`src/rtl/core/dsplc_pkg.sv`:
```
`default_nettype none
package dsplc_pkg;

	localparam int TIMER_WIDTH = 16;
	localparam int CFG_WIDTH   = 16;
	localparam int CMP_WIDTH   = (TIMER_WIDTH > CFG_WIDTH) ? TIMER_WIDTH : CFG_WIDTH;

	typedef logic [TIMER_WIDTH-1:0] timer_t;
	typedef logic [CFG_WIDTH-1:0]   cfg_word_t;
	typedef logic [2:0]             lamp_t;

	typedef enum logic [1:0] {
		MODE_IDLE      = 2'd0,
		MODE_AUTO      = 2'd1,
		MODE_AUTO_STOP = 2'd2,
		MODE_ERROR     = 2'd3
	} mode_t;

	// configuration register indexes
	localparam logic REG_BLINK_PERIOD   = 1'b0;
	localparam logic REG_BUZZER_TIMEOUT = 1'b1;

	localparam cfg_word_t BLINK_PERIOD_RST   = CFG_WIDTH'(50);
	localparam cfg_word_t BUZZER_TIMEOUT_RST = CFG_WIDTH'(3000);

	// lamp bit patterns: bit0 green, bit1 red, bit2 yellow
	localparam lamp_t LAMP_GREEN = 3'b001;
	localparam lamp_t LAMP_RED   = 3'b010;
	localparam lamp_t LAMP_ALL   = 3'b111;

	typedef struct packed {
		mode_t  mode;
		logic   init;
		logic   held;
		logic   phase;
		logic   silenced;
		timer_t timer;
	} side_in_t;

	typedef struct packed {
		lamp_t  lamp;
		lamp_t  tower;
		logic   phase;
		timer_t timer;
	} side_out_t;

	function automatic logic timer_expired(timer_t t, cfg_word_t interval);
		return CMP_WIDTH'(t) >= CMP_WIDTH'(interval);
	endfunction

	// restart to zero, otherwise count up and stick at the top
	function automatic timer_t timer_next(timer_t t, logic restart);
		if (restart) begin
			return '0;
		end else if (t != {TIMER_WIDTH{1'b1}}) begin
			return t + TIMER_WIDTH'(1);
		end
		return t;
	endfunction

endpackage
`default_nettype wire

```
`src/rtl/core/dsplc_side_lamps.sv`:
```
`default_nettype none
module dsplc_side_lamps (
	input  wire dsplc_pkg::side_in_t  side_in,
	input  wire dsplc_pkg::cfg_word_t blink_period,
	output dsplc_pkg::side_out_t      side_out
);

	logic blinking;
	logic restart;
	logic p;

	always_comb begin
		p        = side_in.phase;
		blinking = 1'b1;
		restart  = 1'b0;
		side_out.phase = side_in.phase;
		if (side_in.mode == dsplc_pkg::MODE_ERROR) begin
			side_out.lamp  = {~side_in.silenced, p, 1'b0};
			side_out.tower = {1'b0, p, 1'b0};
		end else if (side_in.mode == dsplc_pkg::MODE_AUTO && side_in.init) begin
			side_out.lamp  = {2'b00, p};
			side_out.tower = {2'b00, p};
		end else if (side_in.mode == dsplc_pkg::MODE_AUTO && side_in.held) begin
			side_out.lamp  = {p, 2'b01};
			side_out.tower = {p, 2'b01};
		end else begin
			// steady lamps: park phase high and restart the blink timer
			blinking       = 1'b0;
			restart        = 1'b1;
			side_out.phase = 1'b1;
			if (side_in.mode == dsplc_pkg::MODE_IDLE) begin
				side_out.lamp = dsplc_pkg::LAMP_ALL;
			end else if (side_in.mode == dsplc_pkg::MODE_AUTO) begin
				side_out.lamp = dsplc_pkg::LAMP_GREEN;
			end else begin
				side_out.lamp = dsplc_pkg::LAMP_RED;
			end
			side_out.tower = side_out.lamp;
		end
		if (blinking && dsplc_pkg::timer_expired(side_in.timer, blink_period)) begin
			side_out.phase = ~p;
			restart        = 1'b1;
		end
		side_out.timer = dsplc_pkg::timer_next(side_in.timer, restart);
	end

endmodule
`default_nettype wire

```
`src/rtl/core/dual_station_panel_lamp_controller_top.sv`:
```
`default_nettype none
// Panel lamp controller for two stations, one poll tick per input word.
// A held word moves into the result register, with out_valid high, when that register is free or draining.
// Throughput: one word per cycle while out_stall is low; input and result registers hold one word each.
// All tick logic is one combinational pass from the input register to the result register.
// Reset (arst_n low, asynchronous): both modes idle, phases high, buzzer not silenced,
// timers zero, registers back to blink_period 50 and buzzer_timeout 3000, no word held.
module dual_station_panel_lamp_controller_top (
	input  wire        clk,
	input  wire        arst_n,
	// configuration
	input  wire        cfg_we,
	input  wire        cfg_index,
	input  wire [15:0] cfg_wdata,
	// input channel
	input  wire        in_valid,
	output logic       in_stall,
	input  wire        left_start,
	input  wire        left_stop,
	input  wire        left_reset,
	input  wire        right_start,
	input  wire        right_stop,
	input  wire        right_reset,
	input  wire        master_fault,
	input  wire        left_initializing,
	input  wire        right_initializing,
	input  wire [5:0]  left_held_lines,
	input  wire [5:0]  right_held_lines,
	// output channel
	output logic       out_valid,
	input  wire        out_stall,
	output logic [2:0] left_lamp_bits,
	output logic [2:0] left_tower_bits,
	output logic [2:0] right_lamp_bits,
	output logic [2:0] right_tower_bits,
	output logic       buzzer_on,
	output logic       master_start_pulse,
	output logic       master_stop_pulse,
	output logic [1:0] left_mode_out,
	output logic [1:0] right_mode_out
);

	typedef struct packed {
		logic       l_start;
		logic       l_stop;
		logic       l_reset;
		logic       r_start;
		logic       r_stop;
		logic       r_reset;
		logic       fault;
		logic       l_init;
		logic       r_init;
		logic [5:0] l_held;
		logic [5:0] r_held;
	} tick_t;

	typedef struct packed {
		logic [2:0]       l_lamp;
		logic [2:0]       l_tower;
		logic [2:0]       r_lamp;
		logic [2:0]       r_tower;
		logic             buzz;
		logic             start_pulse;
		logic             stop_pulse;
		dsplc_pkg::mode_t l_mode;
		dsplc_pkg::mode_t r_mode;
	} result_t;

	// configuration registers
	dsplc_pkg::cfg_word_t blink_period_q;
	dsplc_pkg::cfg_word_t buzzer_timeout_q;

	// input stage
	logic  valid_s1;
	tick_t tick_s1;

	// tick state
	dsplc_pkg::mode_t  left_mode_q;
	dsplc_pkg::mode_t  right_mode_q;
	logic              left_phase_q;
	logic              right_phase_q;
	logic              buzzer_phase_q;
	logic              buzzer_silenced_q;
	dsplc_pkg::timer_t left_blink_ticks_q;
	dsplc_pkg::timer_t right_blink_ticks_q;
	dsplc_pkg::timer_t buzzer_blink_ticks_q;
	dsplc_pkg::timer_t buzzer_timeout_ticks_q;

	// result stage
	logic    out_valid_q;
	result_t result_q;

	logic advance;
	logic in_accept;

	// next-state values from the combinational pass
	dsplc_pkg::mode_t    lm_sw, rm_sw;
	logic                sil_sw;
	logic                start_p, stop_p;
	logic                any_err;
	logic                buzz;
	logic                bz_phase_nx;
	logic                bz_sil_nx;
	logic                bz_blink_rst;
	logic                bz_timeout_rst;
	dsplc_pkg::side_in_t  l_side_in, r_side_in;
	dsplc_pkg::side_out_t l_side_out, r_side_out;
	result_t             result_nx;

	// move the held word into the result register when that register is free or draining
	assign advance   = valid_s1 && (!out_valid_q || !out_stall);
	assign in_stall  = valid_s1 && !advance;
	assign in_accept = in_valid && !in_stall;

	always_ff @(posedge clk or negedge arst_n) begin
		if (!arst_n) begin
			blink_period_q   <= dsplc_pkg::BLINK_PERIOD_RST;
			buzzer_timeout_q <= dsplc_pkg::BUZZER_TIMEOUT_RST;
		end else if (cfg_we) begin
			unique case (cfg_index)
				dsplc_pkg::REG_BLINK_PERIOD:   blink_period_q   <= cfg_wdata;
				dsplc_pkg::REG_BUZZER_TIMEOUT: buzzer_timeout_q <= cfg_wdata;
				default: ;
			endcase
		end
	end

	// input register: payload needs no reset
	always_ff @(posedge clk or negedge arst_n) begin
		if (!arst_n) begin
			valid_s1 <= 1'b0;
		end else if (in_accept) begin
			valid_s1 <= 1'b1;
		end else if (advance) begin
			valid_s1 <= 1'b0;
		end
	end

	always_ff @(posedge clk) begin
		if (in_accept) begin
			tick_s1 <= '{l_start: left_start, l_stop: left_stop, l_reset: left_reset,
				r_start: right_start, r_stop: right_stop, r_reset: right_reset,
				fault: master_fault, l_init: left_initializing,
				r_init: right_initializing, l_held: left_held_lines,
				r_held: right_held_lines};
		end
	end

	// switches: left first, so the right stop sees the left mode already updated
	always_comb begin
		lm_sw   = left_mode_q;
		rm_sw   = right_mode_q;
		sil_sw  = buzzer_silenced_q;
		start_p = 1'b0;
		stop_p  = 1'b0;
		if (tick_s1.l_start) begin
			if (left_mode_q != dsplc_pkg::MODE_AUTO) begin
				lm_sw   = dsplc_pkg::MODE_AUTO;
				start_p = 1'b1;
			end
		end else if (tick_s1.l_stop) begin
			lm_sw = dsplc_pkg::MODE_AUTO_STOP;
			if (right_mode_q != dsplc_pkg::MODE_AUTO) begin
				stop_p = 1'b1;
			end
		end else if (tick_s1.l_reset && left_mode_q == dsplc_pkg::MODE_ERROR) begin
			sil_sw = 1'b1;
		end
		if (tick_s1.r_start) begin
			if (right_mode_q != dsplc_pkg::MODE_AUTO) begin
				rm_sw   = dsplc_pkg::MODE_AUTO;
				start_p = 1'b1;
			end
		end else if (tick_s1.r_stop) begin
			rm_sw = dsplc_pkg::MODE_AUTO_STOP;
			if (lm_sw != dsplc_pkg::MODE_AUTO) begin
				stop_p = 1'b1;
			end
		end else if (tick_s1.r_reset && right_mode_q == dsplc_pkg::MODE_ERROR) begin
			sil_sw = 1'b1;
		end
	end

	assign l_side_in = '{mode: lm_sw, init: tick_s1.l_init, held: |tick_s1.l_held,
		phase: left_phase_q, silenced: sil_sw, timer: left_blink_ticks_q};
	assign r_side_in = '{mode: rm_sw, init: tick_s1.r_init, held: |tick_s1.r_held,
		phase: right_phase_q, silenced: sil_sw, timer: right_blink_ticks_q};

	dsplc_side_lamps u_left_lamps (
		.side_in      (l_side_in),
		.blink_period (blink_period_q),
		.side_out     (l_side_out)
	);

	dsplc_side_lamps u_right_lamps (
		.side_in      (r_side_in),
		.blink_period (blink_period_q),
		.side_out     (r_side_out)
	);

	// buzzer: blink while either side is in error, drop after the timeout
	assign any_err = (lm_sw == dsplc_pkg::MODE_ERROR) || (rm_sw == dsplc_pkg::MODE_ERROR);

	always_comb begin
		buzz           = 1'b0;
		bz_phase_nx    = buzzer_phase_q;
		bz_sil_nx      = sil_sw;
		bz_blink_rst   = 1'b0;
		bz_timeout_rst = 1'b0;
		if (any_err) begin
			if (dsplc_pkg::timer_expired(buzzer_timeout_ticks_q, buzzer_timeout_q)) begin
				bz_sil_nx = 1'b1;
			end else begin
				buzz = buzzer_phase_q && !sil_sw;
				if (dsplc_pkg::timer_expired(buzzer_blink_ticks_q, blink_period_q)) begin
					bz_phase_nx  = ~buzzer_phase_q;
					bz_blink_rst = 1'b1;
				end
			end
		end else begin
			bz_phase_nx    = 1'b1;
			bz_sil_nx      = 1'b0;
			bz_blink_rst   = 1'b1;
			bz_timeout_rst = 1'b1;
		end
	end

	// master error overrides both modes last
	always_comb begin
		result_nx.l_lamp      = l_side_out.lamp;
		result_nx.l_tower     = l_side_out.tower;
		result_nx.r_lamp      = r_side_out.lamp;
		result_nx.r_tower     = r_side_out.tower;
		result_nx.buzz        = buzz;
		result_nx.start_pulse = start_p;
		result_nx.stop_pulse  = stop_p;
		result_nx.l_mode      = tick_s1.fault ? dsplc_pkg::MODE_ERROR : lm_sw;
		result_nx.r_mode      = tick_s1.fault ? dsplc_pkg::MODE_ERROR : rm_sw;
	end

	// commit tick state when the word moves into the result register
	always_ff @(posedge clk or negedge arst_n) begin
		if (!arst_n) begin
			left_mode_q            <= dsplc_pkg::MODE_IDLE;
			right_mode_q           <= dsplc_pkg::MODE_IDLE;
			left_phase_q           <= 1'b1;
			right_phase_q          <= 1'b1;
			buzzer_phase_q         <= 1'b1;
			buzzer_silenced_q      <= 1'b0;
			left_blink_ticks_q     <= '0;
			right_blink_ticks_q    <= '0;
			buzzer_blink_ticks_q   <= '0;
			buzzer_timeout_ticks_q <= '0;
		end else if (advance) begin
			left_mode_q            <= result_nx.l_mode;
			right_mode_q           <= result_nx.r_mode;
			left_phase_q           <= l_side_out.phase;
			right_phase_q          <= r_side_out.phase;
			buzzer_phase_q         <= bz_phase_nx;
			buzzer_silenced_q      <= bz_sil_nx;
			left_blink_ticks_q     <= l_side_out.timer;
			right_blink_ticks_q    <= r_side_out.timer;
			buzzer_blink_ticks_q   <= dsplc_pkg::timer_next(buzzer_blink_ticks_q, bz_blink_rst);
			buzzer_timeout_ticks_q <= dsplc_pkg::timer_next(buzzer_timeout_ticks_q,
				bz_timeout_rst);
		end
	end

	// result register
	always_ff @(posedge clk or negedge arst_n) begin
		if (!arst_n) begin
			out_valid_q <= 1'b0;
		end else if (advance) begin
			out_valid_q <= 1'b1;
		end else if (!out_stall) begin
			out_valid_q <= 1'b0;
		end
	end

	always_ff @(posedge clk) begin
		if (advance) begin
			result_q <= result_nx;
		end
	end

	assign out_valid          = out_valid_q;
	assign left_lamp_bits     = result_q.l_lamp;
	assign left_tower_bits    = result_q.l_tower;
	assign right_lamp_bits    = result_q.r_lamp;
	assign right_tower_bits   = result_q.r_tower;
	assign buzzer_on          = result_q.buzz;
	assign master_start_pulse = result_q.start_pulse;
	assign master_stop_pulse  = result_q.stop_pulse;
	assign left_mode_out      = result_q.l_mode;
	assign right_mode_out     = result_q.r_mode;

	// a processed master error leaves both sides in error
	a_fault_forces_error: assert property (@(posedge clk) disable iff (!arst_n)
		advance && tick_s1.fault |=>
		left_mode_q == dsplc_pkg::MODE_ERROR && right_mode_q == dsplc_pkg::MODE_ERROR)
		else $error("master error did not force both modes to error");

	// state only moves with a word
	a_state_holds: assert property (@(posedge clk) disable iff (!arst_n)
		!advance |=> $stable(left_blink_ticks_q) && $stable(buzzer_timeout_ticks_q)
		&& $stable(left_mode_q) && $stable(right_mode_q))
		else $error("tick state changed without a word");

	// the buzzer sounds only with a side in error
	a_buzz_needs_error: assert property (@(posedge clk) disable iff (!arst_n)
		out_valid_q && result_q.buzz |->
		result_q.l_mode == dsplc_pkg::MODE_ERROR || result_q.r_mode == dsplc_pkg::MODE_ERROR)
		else $error("buzzer on with no side in error");

	// output mode ports track the committed modes
	a_mode_out_matches: assert property (@(posedge clk) disable iff (!arst_n)
		advance |=> result_q.l_mode == left_mode_q && result_q.r_mode == right_mode_q)
		else $error("reported modes differ from the state");

endmodule
`default_nettype wire

```
`config.mk`:
```
export PLATFORM = sky130hd
export DESIGN_NAME = dual_station_panel_lamp_controller_top
export DESIGN_NICKNAME = d
export VERILOG_FILES = /design/src/rtl/core/dsplc_pkg.sv /design/src/rtl/core/dsplc_side_lamps.sv /design/src/rtl/core/dual_station_panel_lamp_controller_top.sv
export SDC_FILE = /design/constraint.sdc
export NUM_CORES = 1
export LEC_CHECK = 0
export BUFFER_PORTS_ARGS = -buffer_cell sky130_fd_sc_hd__buf_2
export CAP_MARGIN = 15
export CORE_MARGIN = 2
export CORE_UTILIZATION = 30
export CTS_BUF_LIST = sky130_fd_sc_hd__clkbuf_8 sky130_fd_sc_hd__clkbuf_16
export DETAILED_ROUTE_END_ITERATION = 12
export PLACE_DENSITY_LB_ADDON = 0.05
export SYNTH_ARGS = -nofsm -noshare
export SYNTH_HDL_FRONTEND = slang
export SYNTH_SLANG_ARGS = --single-unit
```
`constraint.sdc`:
```
create_clock -name clk -period 4 [get_ports clk]
set_input_delay 0.2 -clock clk [delete_from_list [all_inputs] [get_ports clk]]
set_output_delay 0.2 -clock clk [all_outputs]
set_load 0.01 [all_outputs]
```
==> results.toml <==
[final_layout]
layout-drive-gt1-share_pct = 16.9
finish.cell_count_without_fillers = 1215
num_antenna_cells = 0
final_cell_area_um2 = 9310
n_fill_cell = 2613
areaGrowthSynthToFinish_pct = 19.1
design.final.nets = 978

[clocking]
tritoncts = "built"
root_buffer = "sky130_fd_sc_hd__clkbuf_16"
insertion_delay_of_the_later_clocked_pin_in_the_worst_skew_pair_ns = 0.43
cts.repair.resized = 0
cts_sinks = 142
worst_setup_hold_path_clk_slew_ns = 0.07
cts_max_path_buffers = 2
post-cts-setup-buffers = 0
cts_htree_levels = 4
cts_inserted_buffers = 17

[sta]
finalSetupViolCount = 0
hold_slack_ns = 0.0167
finalClockSkew_ns = 0.0136
final.min_clock_period_ns = 2.98
fin_crit_sh_pct = 74.4
achievable-frequency_mhz = 336
layout_setup_ws_ns = 1.02
grt_setup_unrepaired = "no"
fin_setup_tns_ns = 0
worstMarginPinSlew_ns = 1.01
slew_viols_final = 0
timing_hold_violations_final = 0
slew-limit-headroom_pct = 32.6

[critical_path]
crit_chain = "inv_1, ha_1, nand2b_4, a2111oi_4, a2111oi_0, or4b_4, o21ai_2, o21ai_0, o2bb2ai_1"
critPathRequiredTime_ns = 4.30
worstSetupStartpointType = "flip-flop"
critPathCaptureType = "flip-flop"
worstPathBufferInverterCount = 1
slowest_stage = "sky130_fd_sc_hd__or4b_4"
worst_ep_arrival_time_ns = 3.28
critical_path_peak_fanout = 12
slowest_delay_ns = 0.57
cp_top_family = "compound AO/OA/AOI/OAI gates"
worst-setup-path-type = "flip-flop to flip-flop"

[detailed_routing]
routed-via-count = 5961
detail-route-antenna-nets = 0
detail_route.vias_per_cell = 4.91
drt-wirelength-per-cell_um = 16.6
total_drc_errors_in_the_routed_layout = 0
routed_wirelength_mm = 20.2
dr.pass1.iters = 6
first_iter_violations = 381

[yosys]
post_synth_main_area_contributors = "sky130_fd_sc_hd__dfrtp_1, sky130_fd_sc_hd__edfxtp_1, sky130_fd_sc_hd__ha_1, sky130_fd_sc_hd__dfstp_2, sky130_fd_sc_hd__nor2_1"
postSynthAreaPerCell_um2 = 10.1
yosys_register_bits = 142
synth_mux_area_share_pct = 3.14
share_of_synthesized_registers_carrying_an_async_set_or_reset_pct = 74.6
synth-compound-area-share_pct = 11.7
synth_fp_nets = 882
syn_area_um2 = 7820
ys_dominant_reg_cell = "sky130_fd_sc_hd__dfrtp_1"
largest_family_of_logic_cells_by_synthesized_area = "simple AND/OR/NAND/NOR gates"
synth_cell_type_count = 60
synth-seq-area-share_pct = 47.9
yosys.area_share.xor_xnor_pct = 4.14
synth_top_area_share_pct = 29.8
synth_edf_count = 36
adder_and_majority_gate_portion_of_the_synthesized_area_pct = 10.9
yosys.area_share.simple_pct = 18.8
yosys.area.top_type = "sky130_fd_sc_hd__dfrtp_1"
ys_warn_count = 0
synthCells = 771

[placed_design]
routability_congestion_estimate_from_global_placement = 0.837
portBuffers = 63
placed_cells_incl_taps = 1160
placedInstanceArea_um2 = 8530
pre_cts_ws_ns = 1.01
dpl.hpwl_mm = 14.8

[grt]
grt_antenna_before_repair = 0
grt_pass1_wl_mm = 32.6
grt_most_used_layer = "met2"
groute.layer.met2.usage_pct = 25.7
grtUsageMet3_pct = 2.90
first_global_vias = 5874
largest_net_degree_at_the_start_of_global_routing = 48
globalRouteMet1Util_pct = 21.2
grt_util_all_layers_pct = 15.5
grt_overflow = 0

[floorplanning]
core.rowCount = 59
start_util_pct = 30.3
die_height_um = 165
fp.dieArea_um2 = 27400
die_x_um = 165
ios = 64
floorplan.core_area_um2 = 25800

[power_and_ir_drop]
worst_ir_drop_vdd_mv = 0.263
leakagePower_uw = 0.00413
cellPowerDensity_nw_per_um2 = 426

[run_status]
status = "completed"

[run]
cap_violations = 0

[worst_hold_path]
holdCritPathClass = "input port to flip-flop"
-- layout by cell type (no fill, tap or decap), types with 5 or more instances in the layout --
master                          instances
sky130_fd_sc_hd__dlygate4sd3_1         23
sky130_fd_sc_hd__dfstp_2               13
sky130_fd_sc_hd__edfxtp_1              36
sky130_fd_sc_hd__and4_1                 7
sky130_fd_sc_hd__a2bb2oi_1              5
sky130_fd_sc_hd__nand2_1               80
sky130_fd_sc_hd__nor2_1                87
sky130_fd_sc_hd__a21oi_1               37
sky130_fd_sc_hd__inv_1                 44
sky130_fd_sc_hd__o21ai_0               39
sky130_fd_sc_hd__dfrtp_1               93
sky130_fd_sc_hd__a21o_1                 8
sky130_fd_sc_hd__buf_4                 11
sky130_fd_sc_hd__buf_2                 62
sky130_fd_sc_hd__ha_1                  68
sky130_fd_sc_hd__inv_6                  7
sky130_fd_sc_hd__and3_1                11
sky130_fd_sc_hd__nand3_1               32
sky130_fd_sc_hd__mux2_2                20
sky130_fd_sc_hd__nor3_1                12
sky130_fd_sc_hd__xnor2_1               18
sky130_fd_sc_hd__and2_1                 8
sky130_fd_sc_hd__nand2b_1              14
sky130_fd_sc_hd__nand4_1               26
sky130_fd_sc_hd__xor2_1                19
sky130_fd_sc_hd__clkbuf_16             17
sky130_fd_sc_hd__o31ai_1                8
-- repair_timing --
item / in CTS / in global routing
hold buffers: 23 / 0
setup endpoints to repair: 0 / 0
endpoints found under the hold margin: 40 / 0
-- cell usage after synthesis (4+ instances only) --
cell	number
sky130_fd_sc_hd__nor2b_1	5
sky130_fd_sc_hd__nand3_1	32
sky130_fd_sc_hd__xor2_1	19
sky130_fd_sc_hd__inv_1	44
sky130_fd_sc_hd__nand2b_1	14
sky130_fd_sc_hd__xnor2_1	18
sky130_fd_sc_hd__a21o_1	8
sky130_fd_sc_hd__nor2_1	87
sky130_fd_sc_hd__nand4_1	26
sky130_fd_sc_hd__o31ai_1	8
sky130_fd_sc_hd__a21oi_1	37
sky130_fd_sc_hd__edfxtp_1	36
sky130_fd_sc_hd__or3_1	4
sky130_fd_sc_hd__and3_1	11
sky130_fd_sc_hd__ha_1	68
sky130_fd_sc_hd__o2bb2ai_1	4
sky130_fd_sc_hd__nor3_1	12
sky130_fd_sc_hd__buf_4	4
sky130_fd_sc_hd__nand2_1	80
sky130_fd_sc_hd__dfstp_2	13
sky130_fd_sc_hd__and4_1	7
sky130_fd_sc_hd__a211oi_1	4
sky130_fd_sc_hd__dfrtp_1	93
sky130_fd_sc_hd__o21ai_0	39
sky130_fd_sc_hd__mux2_2	20
sky130_fd_sc_hd__a2bb2oi_1	5
sky130_fd_sc_hd__clkbuf_1	10
sky130_fd_sc_hd__and2_1	8
-- flip-flops by register name (all words and copies together) (netlist names), 2 cells and up --
signal                  cells
blink_period_q             16
buzzer_blink_ticks_q       16
buzzer_timeout_q           16
buzzer_timeout_ticks_q     16
left_blink_ticks_q         16
left_lamp_bits              3
left_mode_out               2
left_mode_q                 2
right_blink_ticks_q        16
right_lamp_bits             3
right_mode_out              2
right_mode_q                2
tick_s1                    19
-- layout make-up --
class	count	area [µm²]	share of cell area, %
multi-input combinational	566	3800	40.8
sequential	142	3750	40.3
timing repair buffer	96	623	6.69
clock buffer	17	425	4.57
tap	335	419	4.50
inverter	44	165	1.77
clock inverter	15	126	1.36
-- routing by layer --
layer / wire length, µm / vias up
li1: - / 2956
met1: 9740 / 2898
met2: 9590 / 96
met3: 672 / 11
met4: 190 / 0
met5: 0 / -
-- cells by family after synthesis --
family | after synthesis
fa+ha+maj | 68
buf+inv | 63
simple gates | 302
mux | 22
flops | 142
compound gates | 137
xor+xnor | 37
-- report_power, final --
| group | switching, µW | total [µW] | internal, µW |
|---|---|---|---|
| combinational | 399 | 695 | 296 |
| sequential | 111 | 1750 | 1640 |
| clock | 703 | 1520 | 816 |
-- worst paths after layout --
check                                           from                 endpoint  slack (ns)  cells past startpoint
max                        buzzer_timeout_ticks_q[0]  buzzer_blink_ticks_q[0]        1.02                      9
max in group asynchronous                     arst_n   right_blink_ticks_q[0]        2.84                      3
max reg2reg                buzzer_timeout_ticks_q[0]  buzzer_blink_ticks_q[0]        1.02                      9
min reg2reg                                 valid_s1                out_valid        0.50                      1
min                                    cfg_wdata[15]       blink_period_q[15]        0.02                      3
min in group asynchronous                     arst_n      buzzer_timeout_q[6]        0.21                      2
-- worst reg2reg max path, stage by stage, from the launching register on --
cell	delay, ns
sky130_fd_sc_hd__dfrtp_1	0.41
sky130_fd_sc_hd__inv_1	0.07
sky130_fd_sc_hd__ha_1	0.26
sky130_fd_sc_hd__nand2b_4	0.15
sky130_fd_sc_hd__a2111oi_4	0.33
sky130_fd_sc_hd__a2111oi_0	0.11
sky130_fd_sc_hd__or4b_4	0.57
sky130_fd_sc_hd__o21ai_2	0.54
sky130_fd_sc_hd__o21ai_0	0.24
sky130_fd_sc_hd__o2bb2ai_1	0.17
-- per-stage QoR --
stage	util, %	power, µW
floorplan	-	2220
detailed placement	33.0	2460
finish	36.0	3960
global route	36.0	4200
global placement	33.0	2440
CTS	36.0	4030
Power figures use the tool's default switching activity.
